## config.mk

```make
export PLATFORM = sky130hd
export DESIGN_NAME = subbyte_item_packer_unit
export DESIGN_NICKNAME = d
export VERILOG_FILES = /design/src/rtl/sbp_pkg.sv /design/src/rtl/sbp_front.sv /design/src/rtl/sbp_queue.sv /design/src/rtl/sbp_back.sv /design/src/rtl/subbyte_item_packer_unit.sv
export SDC_FILE = /design/constraint.sdc
export NUM_CORES = 1
export LEC_CHECK = 0
export ABC_AREA = 1
export BUFFER_PORTS_ARGS = -buffer_cell sky130_fd_sc_hd__clkbuf_2
export CAP_MARGIN = 10
export CORE_MARGIN = 4
export CORE_UTILIZATION = 56
export CTS_CLUSTER_DIAMETER = 80
export DETAILED_ROUTE_END_ITERATION = 8
export GPL_ROUTABILITY_DRIVEN = 0
export GPL_TIMING_DRIVEN = 0
export PLACE_DENSITY = 0.77
export SLEW_MARGIN = 30
export SYNTH_ARGS = -nofsm -noshare
export SYNTH_HDL_FRONTEND = slang
export SYNTH_SLANG_ARGS = --single-unit
```

## constraint.sdc

```tcl
create_clock -name clock -period 3 [get_ports clock]
set_input_delay 0.15 -clock clock [delete_from_list [all_inputs] [get_ports clock]]
set_output_delay 0.15 -clock clock [all_outputs]
set_load 0.01 [all_outputs]
```

## src/rtl/sbp_pkg.sv

```systemverilog
// shared types, width-mode codes and lookup functions for the sub-byte item packer
`default_nettype none

package sbp_pkg;

   localparam int ModeW      = 3;
   localparam int WordW      = 24;
   localparam int StoreW     = 7;
   localparam int HeldW      = 3;
   localparam int SlotW      = 3;
   localparam int AccW       = StoreW + 8;
   localparam int CntW       = 2;

   localparam logic [ModeW-1:0] MODE_1BIT = 3'd0;
   localparam logic [ModeW-1:0] MODE_2BIT = 3'd1;
   localparam logic [ModeW-1:0] MODE_4BIT = 3'd2;
   localparam logic [ModeW-1:0] MODE_6BIT = 3'd3;
   localparam logic [ModeW-1:0] MODE_8BIT = 3'd4;

   typedef struct packed {
      logic [7:0] item_value;
      logic       end_of_data;
   } req_type;

   typedef struct packed {
      logic [7:0] packed_byte;
      logic       bad_item;
      logic       last_of_run;
   } rsp_type;

   // one classified request: bytes left-aligned in word, count of bytes to send
   typedef struct packed {
      logic [WordW-1:0] word;
      logic [CntW-1:0]  nbytes;
      logic             bad;
      logic             eod;
   } entry_type;

   function automatic logic [3:0] item_bits(input logic [ModeW-1:0] mode);
      logic [3:0] w;
      case (mode)
         MODE_1BIT: w = 4'd1;
         MODE_2BIT: w = 4'd2;
         MODE_4BIT: w = 4'd4;
         MODE_6BIT: w = 4'd6;
         default:   w = 4'd8;
      endcase
      return w;
   endfunction

   function automatic logic [SlotW:0] group_size(input logic [ModeW-1:0] mode);
      logic [SlotW:0] g;
      case (mode)
         MODE_1BIT: g = 4'd8;
         MODE_2BIT: g = 4'd4;
         MODE_4BIT: g = 4'd2;
         MODE_6BIT: g = 4'd4;
         default:   g = 4'd1;
      endcase
      return g;
   endfunction

endpackage

`default_nettype wire

```

## src/rtl/sbp_front.sv

```systemverilog
// front end: accepts requests, packs bits and pushes classified queue entries
`default_nettype none

module sbp_front (
   input  wire logic                      clock,
   input  wire logic                      reset,
   input  wire logic                      csr_we,
   input  wire logic [2:0]                csr_wdata,
   input  wire logic                      req_valid,
   output      logic                      req_ready,
   input  wire sbp_pkg::req_type          req_payload,
   input  wire logic                      q_full,
   output      logic                      q_push,
   output      sbp_pkg::entry_type        q_entry
);
   import sbp_pkg::*;

   logic [ModeW-1:0]  mode_ff, mode_in;
   logic [StoreW-1:0] store_ff, store_in;
   logic [HeldW-1:0]  held_ff, held_in;
   logic [SlotW-1:0]  slot_ff, slot_in;

   logic [3:0]        w;
   logic [SlotW:0]    gsize;
   logic              accept;
   logic              bad;
   logic [AccW-1:0]   acc;
   logic [3:0]        h;
   logic              full_byte;
   logic [4:0]        align;
   logic [WordW-1:0]  word;
   logic [CntW-1:0]   eod_bytes;
   logic [SlotW:0]    slot_inc;
   logic [HeldW-1:0]  held_after;

   assign w         = item_bits(mode_ff);
   assign gsize     = group_size(mode_ff);
   assign req_ready = !q_full;
   assign accept    = req_valid && req_ready;
   assign bad       = (req_payload.item_value >> w) != 8'd0;
   assign acc       = ({8'd0, store_ff} << w) | AccW'(req_payload.item_value);
   assign h         = 4'({1'b0, held_ff}) + w;
   assign full_byte = h >= 4'd8;
   assign align     = 5'(5'd24 - 5'(h));
   assign word      = {9'd0, acc} << align;
   assign slot_inc  = 4'({1'b0, slot_ff}) + 4'd1;
   assign held_after = full_byte ? 3'(h - 4'd8) : h[HeldW-1:0];

   always_comb begin
      eod_bytes = 2'd1;
      if (mode_ff == MODE_6BIT) begin
         case (slot_ff)
            3'd2:    eod_bytes = 2'd2;
            3'd3:    eod_bytes = 2'd1;
            default: eod_bytes = 2'd3;
         endcase
      end
   end

   always_comb begin
      q_push          = 1'b0;
      q_entry.word    = word;
      q_entry.nbytes  = req_payload.end_of_data ? eod_bytes : 2'd1;
      q_entry.bad     = 1'b0;
      q_entry.eod     = req_payload.end_of_data;
      mode_in         = mode_ff;
      store_in        = store_ff;
      held_in         = held_ff;
      slot_in         = slot_ff;
      if (csr_we) begin
         mode_in  = csr_wdata;
         store_in = '0;
         held_in  = '0;
         slot_in  = '0;
      end else if (accept) begin
         if (bad) begin
            q_push         = 1'b1;
            q_entry.word   = '0;
            q_entry.nbytes = 2'd1;
            q_entry.bad    = 1'b1;
            q_entry.eod    = 1'b0;
         end else if (req_payload.end_of_data) begin
            q_push   = 1'b1;
            store_in = '0;
            held_in  = '0;
            slot_in  = '0;
         end else begin
            q_push   = full_byte;
            held_in  = held_after;
            store_in = acc[StoreW-1:0] & ~(7'h7F << held_after);
            slot_in  = (slot_inc == gsize) ? '0 : slot_inc[SlotW-1:0];
         end
      end
   end

   always_ff @(posedge clock) begin
      if (reset) begin
         mode_ff  <= MODE_8BIT;
         store_ff <= '0;
         held_ff  <= '0;
         slot_ff  <= '0;
      end else begin
         mode_ff  <= mode_in;
         store_ff <= store_in;
         held_ff  <= held_in;
         slot_ff  <= slot_in;
      end
   end

endmodule

`default_nettype wire

```

## src/rtl/sbp_queue.sv

```systemverilog
// two-entry queue between the front and back ends
`default_nettype none

module sbp_queue (
   input  wire logic                clock,
   input  wire logic                reset,
   input  wire logic                push,
   input  wire sbp_pkg::entry_type  push_entry,
   input  wire logic                pop,
   output      sbp_pkg::entry_type  head,
   output      logic                empty,
   output      logic                full
);
   import sbp_pkg::*;

   entry_type  mem [2];
   logic       wr_ptr_ff, wr_ptr_in;
   logic       rd_ptr_ff, rd_ptr_in;
   logic [1:0] count_ff, count_in;

   assign empty = count_ff == 2'd0;
   assign full  = count_ff == 2'd2;
   assign head  = mem[rd_ptr_ff];

   always_comb begin
      wr_ptr_in = wr_ptr_ff ^ push;
      rd_ptr_in = rd_ptr_ff ^ pop;
      count_in  = count_ff + 2'(push) - 2'(pop);
   end

   always_ff @(posedge clock) begin
      if (push) begin
         mem[wr_ptr_ff] <= push_entry;
      end
   end

   always_ff @(posedge clock) begin
      if (reset) begin
         wr_ptr_ff <= 1'b0;
         rd_ptr_ff <= 1'b0;
         count_ff  <= '0;
      end else begin
         wr_ptr_ff <= wr_ptr_in;
         rd_ptr_ff <= rd_ptr_in;
         count_ff  <= count_in;
      end
   end

endmodule

`default_nettype wire

```

## src/rtl/sbp_back.sv

```systemverilog
// back end: sends the bytes of each queue entry through the response register
`default_nettype none

module sbp_back (
   input  wire logic                clock,
   input  wire logic                reset,
   input  wire sbp_pkg::entry_type  head,
   input  wire logic                empty,
   output      logic                pop,
   output      logic                rsp_valid,
   input  wire logic                rsp_ready,
   output      sbp_pkg::rsp_type    rsp_payload
);
   import sbp_pkg::*;

   logic            rsp_valid_ff, rsp_valid_in;
   rsp_type         rsp_ff, rsp_in;
   logic [CntW-1:0] idx_ff, idx_in;
   logic            load;
   logic            final_byte;
   logic [7:0]      sel_byte;

   assign load       = !empty && (!rsp_valid_ff || rsp_ready);
   assign final_byte = (idx_ff + 2'd1) == head.nbytes;
   assign pop        = load && final_byte;
   assign rsp_valid  = rsp_valid_ff;
   assign rsp_payload = rsp_ff;

   always_comb begin
      case (idx_ff)
         2'd0:    sel_byte = head.word[23:16];
         2'd1:    sel_byte = head.word[15:8];
         default: sel_byte = head.word[7:0];
      endcase
   end

   always_comb begin
      rsp_valid_in = rsp_valid_ff && !rsp_ready;
      rsp_in       = rsp_ff;
      idx_in       = idx_ff;
      if (load) begin
         rsp_valid_in       = 1'b1;
         rsp_in.packed_byte = head.bad ? 8'd0 : sel_byte;
         rsp_in.bad_item    = head.bad;
         rsp_in.last_of_run = head.eod && final_byte;
         idx_in             = final_byte ? '0 : idx_ff + 2'd1;
      end
   end

   always_ff @(posedge clock) begin
      if (reset) begin
         rsp_valid_ff <= 1'b0;
         idx_ff       <= '0;
      end else begin
         rsp_valid_ff <= rsp_valid_in;
         idx_ff       <= idx_in;
      end
   end

   always_ff @(posedge clock) begin
      rsp_ff <= rsp_in;
   end

   a_idx_in_range: assert property (@(posedge clock) disable iff (reset)
      !empty |-> idx_ff < head.nbytes)
      else $error("byte index beyond entry");

   a_bad_clean: assert property (@(posedge clock) disable iff (reset)
      rsp_valid_ff && rsp_ff.bad_item |-> rsp_ff.packed_byte == 8'd0 && !rsp_ff.last_of_run)
      else $error("error response carries data");

   a_idx_reset_on_pop: assert property (@(posedge clock) disable iff (reset)
      pop |=> idx_ff == 2'd0)
      else $error("byte index not cleared after pop");

endmodule

`default_nettype wire

```

## src/rtl/subbyte_item_packer_unit.sv

```systemverilog
// top level of the sub-byte item packer
//
// packs 1, 2, 4, 6 or 8-bit items msb first into bytes
// req channel: valid/ready, one item and an end-of-data mark per request
// rsp channel: valid/ready, one packed byte with error and last flags per beat
// csr port: csr_we writes the 3-bit width mode; the user must write it only while
// the block is idle; the block itself does not enforce this
// the front end packs one request a cycle into the two-entry queue unless it is full
// the back end sends one byte a cycle from the queue into the response register
// while the response register is free or rsp_ready is high
// throughput: one request a cycle while requests give at most one byte each and
// rsp_ready stays high; an end-of-data request in 6-bit mode may give up to 3 bytes
// a request with an out-of-range item yields one error beat and changes nothing
// reset: width mode 8 bits, packing state and queue empty, no response valid
// receiver stall: the response register holds, the queue fills, then req_ready drops
`default_nettype none

module subbyte_item_packer_unit (
   input  wire logic              clock,
   input  wire logic              reset,
   input  wire logic              csr_we,
   input  wire logic [2:0]        csr_wdata,
   input  wire logic              req_valid,
   output      logic              req_ready,
   input  wire sbp_pkg::req_type  req_payload,
   output      logic              rsp_valid,
   input  wire logic              rsp_ready,
   output      sbp_pkg::rsp_type  rsp_payload
);
   import sbp_pkg::*;

   entry_type push_entry;
   entry_type head;
   logic      push;
   logic      pop;
   logic      empty;
   logic      full;

   sbp_front u_front (
      .clock       (clock),
      .reset       (reset),
      .csr_we      (csr_we),
      .csr_wdata   (csr_wdata),
      .req_valid   (req_valid),
      .req_ready   (req_ready),
      .req_payload (req_payload),
      .q_full      (full),
      .q_push      (push),
      .q_entry     (push_entry)
   );

   sbp_queue u_queue (
      .clock      (clock),
      .reset      (reset),
      .push       (push),
      .push_entry (push_entry),
      .pop        (pop),
      .head       (head),
      .empty      (empty),
      .full       (full)
   );

   sbp_back u_back (
      .clock       (clock),
      .reset       (reset),
      .head        (head),
      .empty       (empty),
      .pop         (pop),
      .rsp_valid   (rsp_valid),
      .rsp_ready   (rsp_ready),
      .rsp_payload (rsp_payload)
   );

endmodule

`default_nettype wire

```

==> results.md <==
* Primary FF master, synth: edfxtp_1
* Placed Cells at 816
* Initial Util at 0.5803
* WL/cell at 15.61 µm
* Core box area at 0.009284 mm²
* Mean area per synthesized cell at 8.176 µm²
* Tot Pwr at 4.088 mW
* Outcome: finished, final reports clean
* Placement Cell Area at 0.005694 mm²
* Max-cap violations at 0
* Die W at 106.1 µm
* Drt total wl at 13030 µm
* Initial antenna violation count at 0
* Worst path max stage delay at 750 ps
* IO buf count at 28
* Place WS at -282.8 ps
* Inserted Diodes at 0
* Crit start category: flip-flop
* Final period util at 0.9854
* CTS root buffer: clkbuf_8
* Via count at 4897
* Critical path capture point type: flip-flop
* Final setup vio count at 0
* Worst-Skew Late Latency at 360 ps
* Skew final at 17.28 ps
* Post-synth EDFFs at 66
* Library cells used by synthesis at 44
* Clock Path Buffers at 2
* H-tree depth at 3
* Final hold violation count at 0
* YS warnings at 0
* Finished Layout Cells at 835
* Share of cells above drive strength 1 at 0.1657
* DP HPWL at 9787 µm
* Worst rel slew slack at 0.5377
* Syn-to-layout area delta at 10.36%
* Vias in the first global route at 4550
* Fill cells at 800
* Multi-input logic area at 0.002540 mm²
* Leakage at 2.514 nW
* Routed Antenna Nets at 0
* Seq. cell area at 0.002444 mm²
* IR drop worst, VDD at 0.3366 mV
* GRT Overall Usage at 0.2356
* Critical path class: reg -> reg
* Die area at 0.01125 mm²
* Clk sinks at 89
* Most numerous cell in the Yosys netlist: nand2_1
* Top post-synthesis cells by count: nand2_1 (139), nand3_1 (94), edfxtp_1 (66), inv_1 (53), nor2_1 (53)
* Mapped Cells at 659
* Crit path max fanout at 28
* End-of-flow core utilization at 0.6404
* Slew Limit Fails at 0
* Worst-path cell chain: buf_6, nor2_4, nand2_2, buf_6, o211ai_1, a21oi_1, nand2_1, inv_1, a311oi_1, ha_2
* DR vias/cell at 5.865
* Final WS setup at 43.74 ps
* Clk slew on worst S/H paths at 100 ps
* Router iterations before antenna repair at 8
* Nets at 732
* Slew @ Worst Pin at 693.4 ps
* Critical Path RT at 2980 ps
* Asr flop ratio synth at 0
* Crit path DAT at 2940 ps
* Hold WC Path Type: in -> reg
* Largest net degree at the start of global routing at 29
* Yosys top cell by area: edfxtp_1
* Num CTS Buffers at 9
* First-pass GRT wire length at 21330 µm
* Flops & latches, synth at 89
* Iter 0 DRT Violations at 678
* Crit-path slowest cell: ha_2
* TritonCTS clock tree: built
* Synthesized Nets at 690
* Register area share after synthesis at 0.4533
* Synthesized area at 0.005388 mm²
* Cell Rows at 35
* Worst path most repeated cell: buf_6
* Synth area leaders: edfxtp_1 (37%), nand2_1 (9.7%), nand3_1 (8.7%)
* IO Count at 29
* Grt total ovfl at 0
* Fin Hold WS at 22.82 ps
* Setup TNS at 0 ps
* P per Cell Area at 687.6 mW/mm²
* Post-route cell area at 0.005946 mm²
* DRC Markers at 0
* Achievable Freq at 338.3 MHz
* RSZ-0062 raised after global routing: true
* Tmin final at 2956 ps
* Post-synth top area share at 0.3679
* Die Span Y at 106.1 µm
==> what timing repair did <==
item                       4_1_cts  5_1_grt
hold buffers                     1        0
pin swaps                        1        1
buffers inserted                 2        1
hold endpoints to repair         1        0
gates resized for setup          3       11
setup endpoints to repair       94       96
==> cells by family after synthesis <==
group | count (synthesis) | synth area share
simple gates | 332 | 0.2873
compound gates | 124 | 0.1319
buf+inv | 92 | 0.07850
flops | 89 | 0.4533
fa+ha+maj | 14 | 0.03251
xor+xnor | 8 | 0.01649
==> cells in the final DEF, fill, tap and decap left out, types with 2 or more instances in the layout <==
| cell | n |
|---|---|
| inv_1 | 52 |
| o21ai_0 | 43 |
| clkbuf_1 | 7 |
| nand2_1 | 139 |
| ha_2 | 2 |
| nand4_1 | 7 |
| clkbuf_2 | 29 |
| edfxtp_1 | 66 |
| nor2_4 | 6 |
| xor2_1 | 5 |
| ha_1 | 11 |
| dfxtp_1 | 22 |
| buf_6 | 7 |
| nand2_4 | 5 |
| clkbuf_8 | 9 |
| inv_2 | 10 |
| buf_2 | 4 |
| nor2_1 | 53 |
| o211ai_1 | 6 |
| a21oi_1 | 41 |
| o21ai_2 | 2 |
| clkinv_4 | 2 |
| nor3_1 | 5 |
| a22oi_1 | 9 |
| a211oi_1 | 4 |
| inv_8 | 3 |
| nand3_1 | 94 |
| nand3_2 | 4 |
| nand2_2 | 11 |
| a21oi_2 | 2 |
| xnor2_1 | 2 |
| nor2_2 | 2 |
| buf_4 | 7 |
| o21ai_1 | 3 |
| o22ai_1 | 10 |
| clkbuf_4 | 2 |
==> critical path: cells and delay by family (launching register included) <==
kind	cells	cell delay (ps)
adders and majority gates	1	750
DFF	1	320
AOI/OAI and AO/OA	3	650
buffers and inverters	3	380
and+or+nand+nor	3	460
==> metal layers <==
metal  share of wire  global-route usage  vias up  wire (µm)
met5               0                   0        -          0
met2            0.47              0.3816      268       6089
met4           0.021             0.08326        0        278
li1                -                   -     2345          -
met1            0.41              0.3139     2246       5372
met3           0.099             0.04979       38       1293
==> state kept, by name (all words and copies together) (netlist names), 2 cells and up <==
register	count
u_front.slot_ff	3
u_front.store_ff	7
u_front.mode_ff	3
u_front.held_ff	3
u_back.idx_ff	2
u_queue.count_ff	2
u_queue.mem	56
u_back.rsp_payload	10
==> where the power goes <==
part | internal, mW | leakage [nW] | switching [mW]
sequential | 1.58 | 0.804 | 0.0569
clock | 0.326 | 0.0966 | 0.478
combinational | 0.538 | 1.61 | 1.11
==> final timing paths <==
path	from	end	slack [ps]	depth (start not counted)
setup / recovery	u_front.mode_ff[2]	u_queue.mem[1][5]	40	10
hold / removal	reset	u_queue.wr_ptr_ff	20	2
hold reg to reg	u_front.store_ff[6]	u_front.store_ff[6]	470	2
setup reg to reg	u_front.mode_ff[2]	u_queue.mem[1][5]	40	10
==> area by class of cell <==
class | count | area share
Inverter | 65 | 0.04251
Sequential cell | 89 | 0.4110
Timing Repair Buffer | 32 | 0.02904
Buffer | 26 | 0.03009
Multi-Input combinational cell | 478 | 0.4272
Clock inverter | 7 | 0.01221
Clock buffer | 9 | 0.02083
Tap cell | 129 | 0.02715
Power figures use the tool's default switching activity.
